`src/design/assert_macros.svh`:
```
// Assertion macros used by the RTL of the buzzer sequencer core.
// Each macro checks on the rising edge of i_clk and is off while i_rst_n is low.
`ifndef ASSERT_MACROS_SVH
`define ASSERT_MACROS_SVH

// Property that must hold at every clock edge outside reset.
`define ASSERT_ALWAYS(label, prop, msg) \
    label: assert property (@(posedge i_clk) disable iff (!i_rst_n) (prop)) else $error(msg);

// Implication: when the antecedent holds, the consequent must hold in the following cycle.
`define ASSERT_NEXT(label, ante, cons, msg) \
    label: assert property (@(posedge i_clk) disable iff (!i_rst_n) (ante) |=> (cons)) \
        else $error(msg);

`endif

```
`src/design/bps_pkg.sv`:
```
`timescale 1ns / 1ps
`default_nettype none
// ----------------------------------------------------------------------------
// Buzzer pattern sequencer package
// Types, codes, reset values and the step tables of the buzzer patterns.
// ----------------------------------------------------------------------------
package bps_pkg;

    localparam int MAX_STEPS = 5;

    localparam int IN_DATA_W   = 8;
    localparam int IN_USER_W   = 2;
    localparam int OUT_DATA_W  = 8;
    localparam int CFG_INDEX_W = 2;
    localparam int CFG_DATA_W  = 10;

    localparam logic       ACTIVE_LEVEL_RESET = 1'b1;
    localparam logic [9:0] IDLE_WAIT_RESET    = 10'd100;
    localparam logic [7:0] SLICE_RESET        = 8'd20;

    localparam logic [3:0] PAT_OFF    = 4'd0;
    localparam logic [3:0] PAT_ARMED  = 4'd9;
    localparam logic [3:0] PAT_FIRING = 4'd10;

    typedef enum logic [1:0] {
        OP_TICK   = 2'd0,
        OP_PLAY   = 2'd1,
        OP_SET_BG = 2'd2,
        OP_STOP   = 2'd3
    } t_opcode;

    typedef enum logic [1:0] {
        REG_ACTIVE_LEVEL = 2'd0,
        REG_IDLE_WAIT    = 2'd1,
        REG_SLICE        = 2'd2
    } t_cfg_reg;

    typedef enum logic [2:0] {
        PH_IDLE = 3'b001,
        PH_FORE = 3'b010,
        PH_BACK = 3'b100
    } t_phase;

    typedef struct packed {
        t_phase      phase;
        logic [3:0]  pat;
        logic [2:0]  idx;
        logic [10:0] step_left;
        logic [7:0]  slice_left;
        logic [9:0]  idle_left;
    } t_seq;

    // Number of table steps of a pattern.
    function automatic logic [3:0] tone_len(input logic [3:0] pat);
        logic [3:0] len;
        unique case (pat)
            4'd1, 4'd4, 4'd5:        len = 4'd1;
            4'd2:                    len = 4'd3;
            4'd3, 4'd6:              len = 4'd5;
            4'd7, 4'd8, 4'd9, 4'd10: len = 4'd2;
            default:                 len = 4'd0;
        endcase
        return len;
    endfunction

    // Steps actually played, clipped to MAX_STEPS.
    function automatic logic [3:0] tone_steps(input logic [3:0] pat);
        logic [3:0] len;
        len = tone_len(pat);
        return (len > 4'(MAX_STEPS)) ? 4'(MAX_STEPS) : len;
    endfunction

    function automatic logic tone_loops(input logic [3:0] pat);
        return (pat >= 4'd7) && (pat <= 4'd10);
    endfunction

    // Every pattern starts sounding and alternates on and off.
    function automatic logic tone_on(input logic [3:0] pat, input logic [2:0] idx);
        return ({1'b0, idx} < tone_len(pat)) && !idx[0];
    endfunction

    function automatic logic [10:0] tone_dur(input logic [3:0] pat, input logic [2:0] idx);
        logic [10:0] on_ms;
        logic [10:0] off_ms;
        unique case (pat)
            4'd1, 4'd2: begin on_ms = 11'd100; off_ms = 11'd100;  end
            4'd3:       begin on_ms = 11'd100; off_ms = 11'd80;   end
            4'd4:       begin on_ms = 11'd500; off_ms = 11'd0;    end
            4'd5:       begin on_ms = 11'd80;  off_ms = 11'd0;    end
            4'd6:       begin on_ms = 11'd200; off_ms = 11'd100;  end
            4'd7:       begin on_ms = 11'd200; off_ms = 11'd200;  end
            4'd8:       begin on_ms = 11'd100; off_ms = 11'd100;  end
            4'd9:       begin on_ms = 11'd80;  off_ms = 11'd1120; end
            4'd10:      begin on_ms = 11'd90;  off_ms = 11'd160;  end
            default:    begin on_ms = 11'd0;   off_ms = 11'd0;    end
        endcase
        if ({1'b0, idx} >= tone_len(pat)) begin
            return 11'd0;
        end
        return idx[0] ? off_ms : on_ms;
    endfunction

endpackage
`default_nettype wire

```
`src/design/buzzer_pattern_sequencer_core.sv`:
```
`timescale 1ns / 1ps
`default_nettype none
// The result of an item is registered in the output register as the item is taken.
// Throughput: one item per cycle, set by the single result register, which keeps
// taking items as long as the downstream side takes results.
// Reset (i_rst_n low, synchronous): idle, background off, idle wait 100 ticks, registers at
// active level 1, idle wait 100 ms, slice 20 ms; no result pending.
// ----------------------------------------------------------------------------
// Buzzer pattern sequencer core
// Steps a buzzer pin through on/off tables of foreground beeps and alarms and a background
// tone, one millisecond tick per tick item, with one status result per item.
// ----------------------------------------------------------------------------
`include "assert_macros.svh"

module buzzer_pattern_sequencer_core (
    input  wire logic                               i_clk,
    input  wire logic                               i_rst_n,
    // Input items
    input  wire logic                               i_s_axis_tvalid,
    output      logic                               o_s_axis_tready,
    input  wire logic [bps_pkg::IN_DATA_W-1:0]      i_s_axis_tdata,  // [3:0] pattern
    input  wire logic [bps_pkg::IN_USER_W-1:0]      i_s_axis_tuser,  // [1:0] opcode
    // Results
    output      logic                               o_m_axis_tvalid,
    input  wire logic                               i_m_axis_tready,
    // [0] pin_level, [4:1] sounding_pattern, [5] in_background
    output      logic [bps_pkg::OUT_DATA_W-1:0]     o_m_axis_tdata,
    // Configuration writes
    input  wire logic                               i_cfg_valid,
    output      logic                               o_cfg_ready,
    input  wire logic [bps_pkg::CFG_INDEX_W-1:0]    i_cfg_index,
    input  wire logic [bps_pkg::CFG_DATA_W-1:0]     i_cfg_data
);
    import bps_pkg::*;

    logic       r_active_level;
    logic [9:0] r_idle_wait;
    logic [7:0] r_slice;

    t_seq       r_st;
    t_seq       n_st;
    logic [3:0] r_bg;
    logic [3:0] n_bg;

    logic                  r_out_valid;
    logic [OUT_DATA_W-1:0] r_out_data;
    logic [OUT_DATA_W-1:0] n_out_data;

    logic       s_fire;
    t_opcode    in_op;
    logic [3:0] in_pat;
    logic [9:0] idle_eff;
    logic [7:0] slice_eff;

    function automatic logic [7:0] f_min_slice(input logic [10:0] left, input logic [7:0] s);
        return (left < {3'b000, s}) ? left[7:0] : s;
    endfunction

    function automatic t_seq f_idle(input t_seq s, input logic [9:0] iw);
        t_seq o;
        o            = s;
        o.phase      = PH_IDLE;
        o.pat        = PAT_OFF;
        o.idx        = 3'd0;
        o.step_left  = 11'd0;
        o.slice_left = 8'd0;
        o.idle_left  = iw;
        return o;
    endfunction

    function automatic t_seq f_start_bg(input t_seq s, input logic [3:0] bg,
                                        input logic [7:0] se);
        t_seq o;
        o            = s;
        o.phase      = PH_BACK;
        o.pat        = bg;
        o.idx        = 3'd0;
        o.step_left  = tone_dur(bg, 3'd0);
        o.slice_left = f_min_slice(o.step_left, se);
        return o;
    endfunction

    function automatic logic f_bg_ok(input logic [3:0] bg);
        return (bg == PAT_ARMED) || (bg == PAT_FIRING);
    endfunction

    assign o_cfg_ready     = 1'b1;
    assign o_s_axis_tready = !r_out_valid || i_m_axis_tready;
    assign o_m_axis_tvalid = r_out_valid;
    assign o_m_axis_tdata  = r_out_data;

    assign s_fire    = i_s_axis_tvalid && o_s_axis_tready;
    assign in_op     = t_opcode'(i_s_axis_tuser[1:0]);
    assign in_pat    = i_s_axis_tdata[3:0];
    assign idle_eff  = (r_idle_wait == 10'd0) ? 10'd1 : r_idle_wait;
    assign slice_eff = (r_slice == 8'd0) ? 8'd1 : r_slice;

    always_comb begin
        logic [10:0] t_left;
        logic [7:0]  s_left;
        logic [9:0]  w_left;
        logic [3:0]  inc;
        logic        on;
        logic        active;

        n_st   = r_st;
        n_bg   = r_bg;
        t_left = (r_st.step_left != 11'd0) ? r_st.step_left - 11'd1 : 11'd0;
        s_left = (r_st.slice_left != 8'd0) ? r_st.slice_left - 8'd1 : 8'd0;
        w_left = (r_st.idle_left != 10'd0) ? r_st.idle_left - 10'd1 : 10'd0;
        inc    = {1'b0, r_st.idx} + 4'd1;

        unique case (in_op)
            OP_STOP: begin
                n_bg = PAT_OFF;
                n_st = f_idle(r_st, idle_eff);
            end
            OP_SET_BG: begin
                n_bg = in_pat;
            end
            OP_PLAY: begin
                if (tone_steps(in_pat) != 4'd0) begin
                    n_st.phase      = PH_FORE;
                    n_st.pat        = in_pat;
                    n_st.idx        = 3'd0;
                    n_st.step_left  = tone_dur(in_pat, 3'd0);
                    n_st.slice_left = 8'd0;
                end else if (f_bg_ok(r_bg)) begin
                    n_st = f_start_bg(r_st, r_bg, slice_eff);
                end else begin
                    n_st = f_idle(r_st, idle_eff);
                end
            end
            OP_TICK: begin
                unique case (r_st.phase)
                    PH_FORE: begin
                        n_st.step_left = t_left;
                        if (t_left == 11'd0) begin
                            if (inc >= tone_steps(r_st.pat)) begin
                                if (tone_loops(r_st.pat)) begin
                                    n_st.idx       = 3'd0;
                                    n_st.step_left = tone_dur(r_st.pat, 3'd0);
                                end else if (f_bg_ok(r_bg)) begin
                                    n_st = f_start_bg(r_st, r_bg, slice_eff);
                                end else begin
                                    n_st = f_idle(r_st, idle_eff);
                                end
                            end else begin
                                n_st.idx       = inc[2:0];
                                n_st.step_left = tone_dur(r_st.pat, inc[2:0]);
                            end
                        end
                    end
                    PH_BACK: begin
                        n_st.step_left  = t_left;
                        n_st.slice_left = s_left;
                        // The background register is only looked at on a slice boundary.
                        if (s_left == 8'd0) begin
                            if (r_bg != r_st.pat) begin
                                n_st = f_idle(r_st, idle_eff);
                            end else if (t_left == 11'd0) begin
                                n_st.idx        = (inc >= tone_steps(r_st.pat)) ? 3'd0
                                                                                : inc[2:0];
                                n_st.step_left  = tone_dur(r_st.pat, n_st.idx);
                                n_st.slice_left = f_min_slice(n_st.step_left, slice_eff);
                            end else begin
                                n_st.slice_left = f_min_slice(t_left, slice_eff);
                            end
                        end
                    end
                    default: begin
                        n_st.idle_left = w_left;
                        if (w_left == 10'd0) begin
                            if (f_bg_ok(r_bg)) begin
                                n_st = f_start_bg(r_st, r_bg, slice_eff);
                            end else begin
                                n_st.idle_left = idle_eff;
                            end
                        end
                    end
                endcase
            end
            default: begin
                n_st = r_st;
            end
        endcase

        active = (n_st.phase == PH_FORE) || (n_st.phase == PH_BACK);
        on     = active && tone_on(n_st.pat, n_st.idx);
        n_out_data = {2'b00,
                      (n_st.phase == PH_BACK),
                      active ? n_st.pat : PAT_OFF,
                      on ? r_active_level : !r_active_level};
    end

    always_ff @(posedge i_clk) begin
        if (!i_rst_n) begin
            r_active_level <= ACTIVE_LEVEL_RESET;
            r_idle_wait    <= IDLE_WAIT_RESET;
            r_slice        <= SLICE_RESET;
        end else if (i_cfg_valid && o_cfg_ready) begin
            unique case (t_cfg_reg'(i_cfg_index))
                REG_ACTIVE_LEVEL: r_active_level <= i_cfg_data[0];
                REG_IDLE_WAIT:    r_idle_wait    <= i_cfg_data[9:0];
                REG_SLICE:        r_slice        <= i_cfg_data[7:0];
                default:          ;
            endcase
        end
    end

    always_ff @(posedge i_clk) begin
        if (!i_rst_n) begin
            r_st.phase      <= PH_IDLE;
            r_st.pat        <= PAT_OFF;
            r_st.idx        <= 3'd0;
            r_st.step_left  <= 11'd0;
            r_st.slice_left <= 8'd0;
            r_st.idle_left  <= IDLE_WAIT_RESET;
            r_bg            <= PAT_OFF;
            r_out_valid     <= 1'b0;
        end else if (s_fire) begin
            r_st        <= n_st;
            r_bg        <= n_bg;
            r_out_valid <= 1'b1;
        end else if (i_m_axis_tready) begin
            r_out_valid <= 1'b0;
        end
    end

    always_ff @(posedge i_clk) begin
        if (s_fire) begin
            r_out_data <= n_out_data;
        end
    end

    `ASSERT_ALWAYS(a_idle_silent, (r_st.phase != PH_IDLE) || (r_st.pat == PAT_OFF),
        "idle sequencer holds a pattern")
    `ASSERT_ALWAYS(a_fore_step_live, (r_st.phase != PH_FORE) || (r_st.step_left != 11'd0),
        "foreground step with no time left")
    `ASSERT_ALWAYS(a_back_slice_ok, (r_st.phase != PH_BACK) ||
        ((r_st.slice_left != 8'd0) && ({3'b000, r_st.slice_left} <= r_st.step_left)),
        "background slice out of range")
    `ASSERT_NEXT(a_stop_idles, s_fire && (in_op == OP_STOP),
        (r_st.phase == PH_IDLE) && (r_bg == PAT_OFF) && o_m_axis_tvalid,
        "stop did not silence the sequencer")

endmodule
`default_nettype wire

```
`config.mk`:
```
export PLATFORM = sky130hd
export DESIGN_NAME = buzzer_pattern_sequencer_core
export DESIGN_NICKNAME = d
export VERILOG_FILES = /design/src/design/bps_pkg.sv /design/src/design/buzzer_pattern_sequencer_core.sv
export VERILOG_INCLUDE_DIRS = /design/src /design/src/design
export SDC_FILE = /design/constraint.sdc
export NUM_CORES = 1
export LEC_CHECK = 0
export ABC_AREA = 1
export BUFFER_PORTS_ARGS = -buffer_cell sky130_fd_sc_hd__buf_2
export CAP_MARGIN = 20
export CORE_MARGIN = 4
export CORE_UTILIZATION = 69
export CTS_BUF_LIST = sky130_fd_sc_hd__clkbuf_8
export DETAILED_ROUTE_END_ITERATION = 6
export PLACE_DENSITY = 0.95
export SLEW_MARGIN = 25
export SYNTH_ARGS = -nofsm -noshare
export SYNTH_HDL_FRONTEND = slang
export SYNTH_SLANG_ARGS = --single-unit
```
`constraint.sdc`:
```
create_clock -name i_clk -period 13.2 [get_ports i_clk]
set_input_delay 1.32 -clock i_clk [delete_from_list [all_inputs] [get_ports i_clk]]
set_output_delay 1.32 -clock i_clk [all_outputs]
set_load 0.02 [all_outputs]
```
==> metrics.md <==
| Metric | Value |
|---|---|
| Outcome | `finished with violations` |
| Violated checks | `DRC` |
| GRT overflow | `0` |
| Number of diodes | `0` |
| Total wire length | `between 20000 and 30000 µm` |
| RePlAce Congestion | `around 1.0` |
| Sequential fraction of the synthesis area | `0.241` |
| First-pass GRT wire length | `just over 40000 µm` |
| CTS H-tree depth | `3` |
| Ys async rst share | `0` |
| Kind of critical path | `reg2reg` |
| Slew of the pin with the lowest slew margin | `~1100 ps` |
| Pin count of the biggest net entering global routing | `35` |
| Post-place setup slack | `approximately 7400 ps` |
| Ys flop type | `dfxtp_1` |
| Slew headroom | `0.274` |
| Critical path's slowest cell | `dfxtp_1` |
| I/O pin count | `38` |
| CP bufs+invs | `2` |
| Hpwl dp | `between 15000 and 20000 µm` |
| Die area | `around 0.014 mm²` |
| Worst Setup Start Kind | `register` |
| Starting Density | `0.712` |
| CTS Buf Count | `9` |
| Router iterations before antenna repair | `7` |
| Clock root cell | `clkbuf_8` |
| Syn Inst Count | `about 1300` |
| Mean Syn Cell Area | `6.25 µm²` |
| Most common cell after layout, fill and taps aside | `nand2_1` |
| Post-Syn Area | `slightly above 0.008 mm²` |
| Final hold violation count | `0` |
| Drt wl/cell | `between 15 and 20 µm` |
| PD cells | `between 90 and 100 mW/mm²` |
| Clk sinks | `96` |
| Iteration-0 DRC count of the detailed router | `about 1400` |
| Die X | `between 100 and 150 µm` |
| Port bufs | `30` |
| Worst path most repeated cell | `nand2_1` |
| Share of cells above drive strength 1 | `0.0865` |
| Crit-path max FO | `18` |
| Routed Antenna Nets | `0` |
| Via-to-Cell Ratio | `roughly 6.4` |
| Final Power | `0.827 mW` |
| CTS Hold Bufs | `0` |
| Final period util | `0.467` |
| CP top delay family | `simple AND/OR/NAND/NOR gates` |
| Clk_lat worst skew | `roughly 400 ps` |
| Hold crit path type | `reg2reg` |
| Die H | `between 100 and 150 µm` |
| Leakage power | `~4 nW` |
| Initial antenna violation count | `0` |
| Row count | `39` |
| Synth warn | `0` |
| Vias in the first global route | `roughly 8300` |
| Max Buffers Root-to-Sink | `2` |
| Post-CTS Setup Bufs | `0` |
| Data arrival, critical path | `about 6500 ps` |
| Crit path capture type | `register` |
| Core region area | `around 0.012 mm²` |
| Max cap viols | `0` |
| Cell variety after synth | `59` |
| Req. time, crit path | `around 14000 ps` |
| Clk slew on worst S/H paths | `approximately 100 ps` |
| Endpoints failing setup | `0` |
| CTS resizes | `0` |
| Most frequent cells in the layout | `nand2_1 (294), inv_1 (186), o21ai_0 (118)` |
| Clock skew | `between 9 and 10 ps` |
| Slowest stage delay, CP | `slightly below 800 ps` |
| CTS tree | `done` |
| EDFF count, synth | `6` |
| Fmax | `between 0.15 and 0.2 GHz` |
| Fin Setup TNS | `0 ps` |
| Fin. max-slew vios | `0` |
| Yosys reg bits | `96` |
| Hold Slack | `484 ps` |
| Layout area overhead | `4.77%` |
| DR DRC count | `5` |
| RSZ-0062 raised after global routing | `false` |
| Worst setup margin | `7030 ps` |
| Min cycle time layout | `~6000 ps` |
| All-Layer GR Usage | `0.382` |
| Vias | `roughly 9400` |
| NumNets Final | `~1400` |
| Maximum vdd drop | `approximately 75 µV` |
[cell type report]
cell class / count / area [µm²]
clock buffers: 9 / 124
clock inverters: 7 / 78.8
fillers: 980 / 2930
inverters: 201 / 757
multi-input cells: 980 / 5320
flip-flops and latches: 96 / 1980
well taps: 143 / 179
repair buffers: 36 / 195
[Yosys cell counts (6+ instances only)]
library cell / count / area share
a21oi_1: 91 / 0.055
a221oi_1: 7 / 0.0074
buf_1: 6 / 0.0027
buf_2: 8 / 0.0049
clkbuf_1: 25 / 0.011
dfxtp_1: 90 / 0.22
edfxtp_1: 6 / 0.022
ha_1: 54 / 0.082
inv_1: 186 / 0.085
inv_2: 13 / 0.0059
nand2_1: 294 / 0.13
nand2_2: 10 / 0.0076
nand3_1: 85 / 0.052
nand3_2: 6 / 0.0073
nand4_1: 17 / 0.013
nor2_1: 118 / 0.054
nor2_2: 11 / 0.0084
nor3_1: 20 / 0.012
o2111ai_1: 10 / 0.011
o211ai_1: 36 / 0.033
o21ai_0: 118 / 0.072
o21ai_1: 16 / 0.0097
o221ai_1: 6 / 0.0064
o22ai_1: 14 / 0.011
[cell families after synthesis]
family / synth area share
other: 0.000912
and+or+nand+nor: 0.316
xor gates and xnor gates: 0.00638
AOI/OAI and AO/OA: 0.240
adders and majority gates: 0.0820
DFF: 0.241
buffers and inverters: 0.115
[worst reg2reg max path, cell delays in order (launching register included)]
cell	delay (ps)
dfxtp_1	790
ha_1	390
ha_1	310
a21boi_0	120
o21ai_1	200
nand3_1	420
inv_2	290
nand2_1	310
ha_1	390
nand3_1	80
nand3_1	160
inv_1	180
o21ai_0	110
a21oi_1	400
ha_1	340
a21oi_1	150
o21ai_0	110
o21ai_0	230
nand2_1	280
nand2_1	130
o21ai_0	90
a21oi_1	160
nand2_1	100
nand2_1	80
nand2_1	60
nand2_1	60
nand2_1	50
a21oi_1	120
[report_power, final]
part	leakage [nW]	internal, mW	switching, mW
combinational	3.12	0.0869	0.210
clock	0.102	0.0896	0.116
sequential	0.797	0.310	0.0145
[per-stage QoR]
| stage | instance area (µm²) | utilization | cells |
|---|---|---|---|
| 5_1_grt | 8630 | 0.746 | 1472 |
| 3_5_place_dp | 8430 | 0.729 | 1456 |
| 3_3_place_gp | 8430 | 0.729 | 1456 |
| 2_1_floorplan | 8240 | - | 1320 |
| 4_1_cts | 8630 | 0.746 | 1472 |
| 6_report | 8630 | 0.746 | 1472 |
[metal layers]
metal	global-route usage	part of all wire
met4	0.222	0.057
met1	0.497	0.39
met3	0.0941	0.12
met2	0.575	0.43
met5	0	0
[final timing paths]
| check | to | cells past startpoint | start | slack [ps] |
|---|---|---|---|---|
| setup reg to reg | r_st[17] | 27 | r_st[29] | 7030 |
| hold reg to reg | r_st[7] | 2 | r_st[7] | 480 |
| setup / recovery | r_st[17] | 27 | r_st[29] | 7030 |
| hold / removal | r_st[7] | 2 | r_st[7] | 480 |
Note: power is estimated with default switching activity, not from simulation.
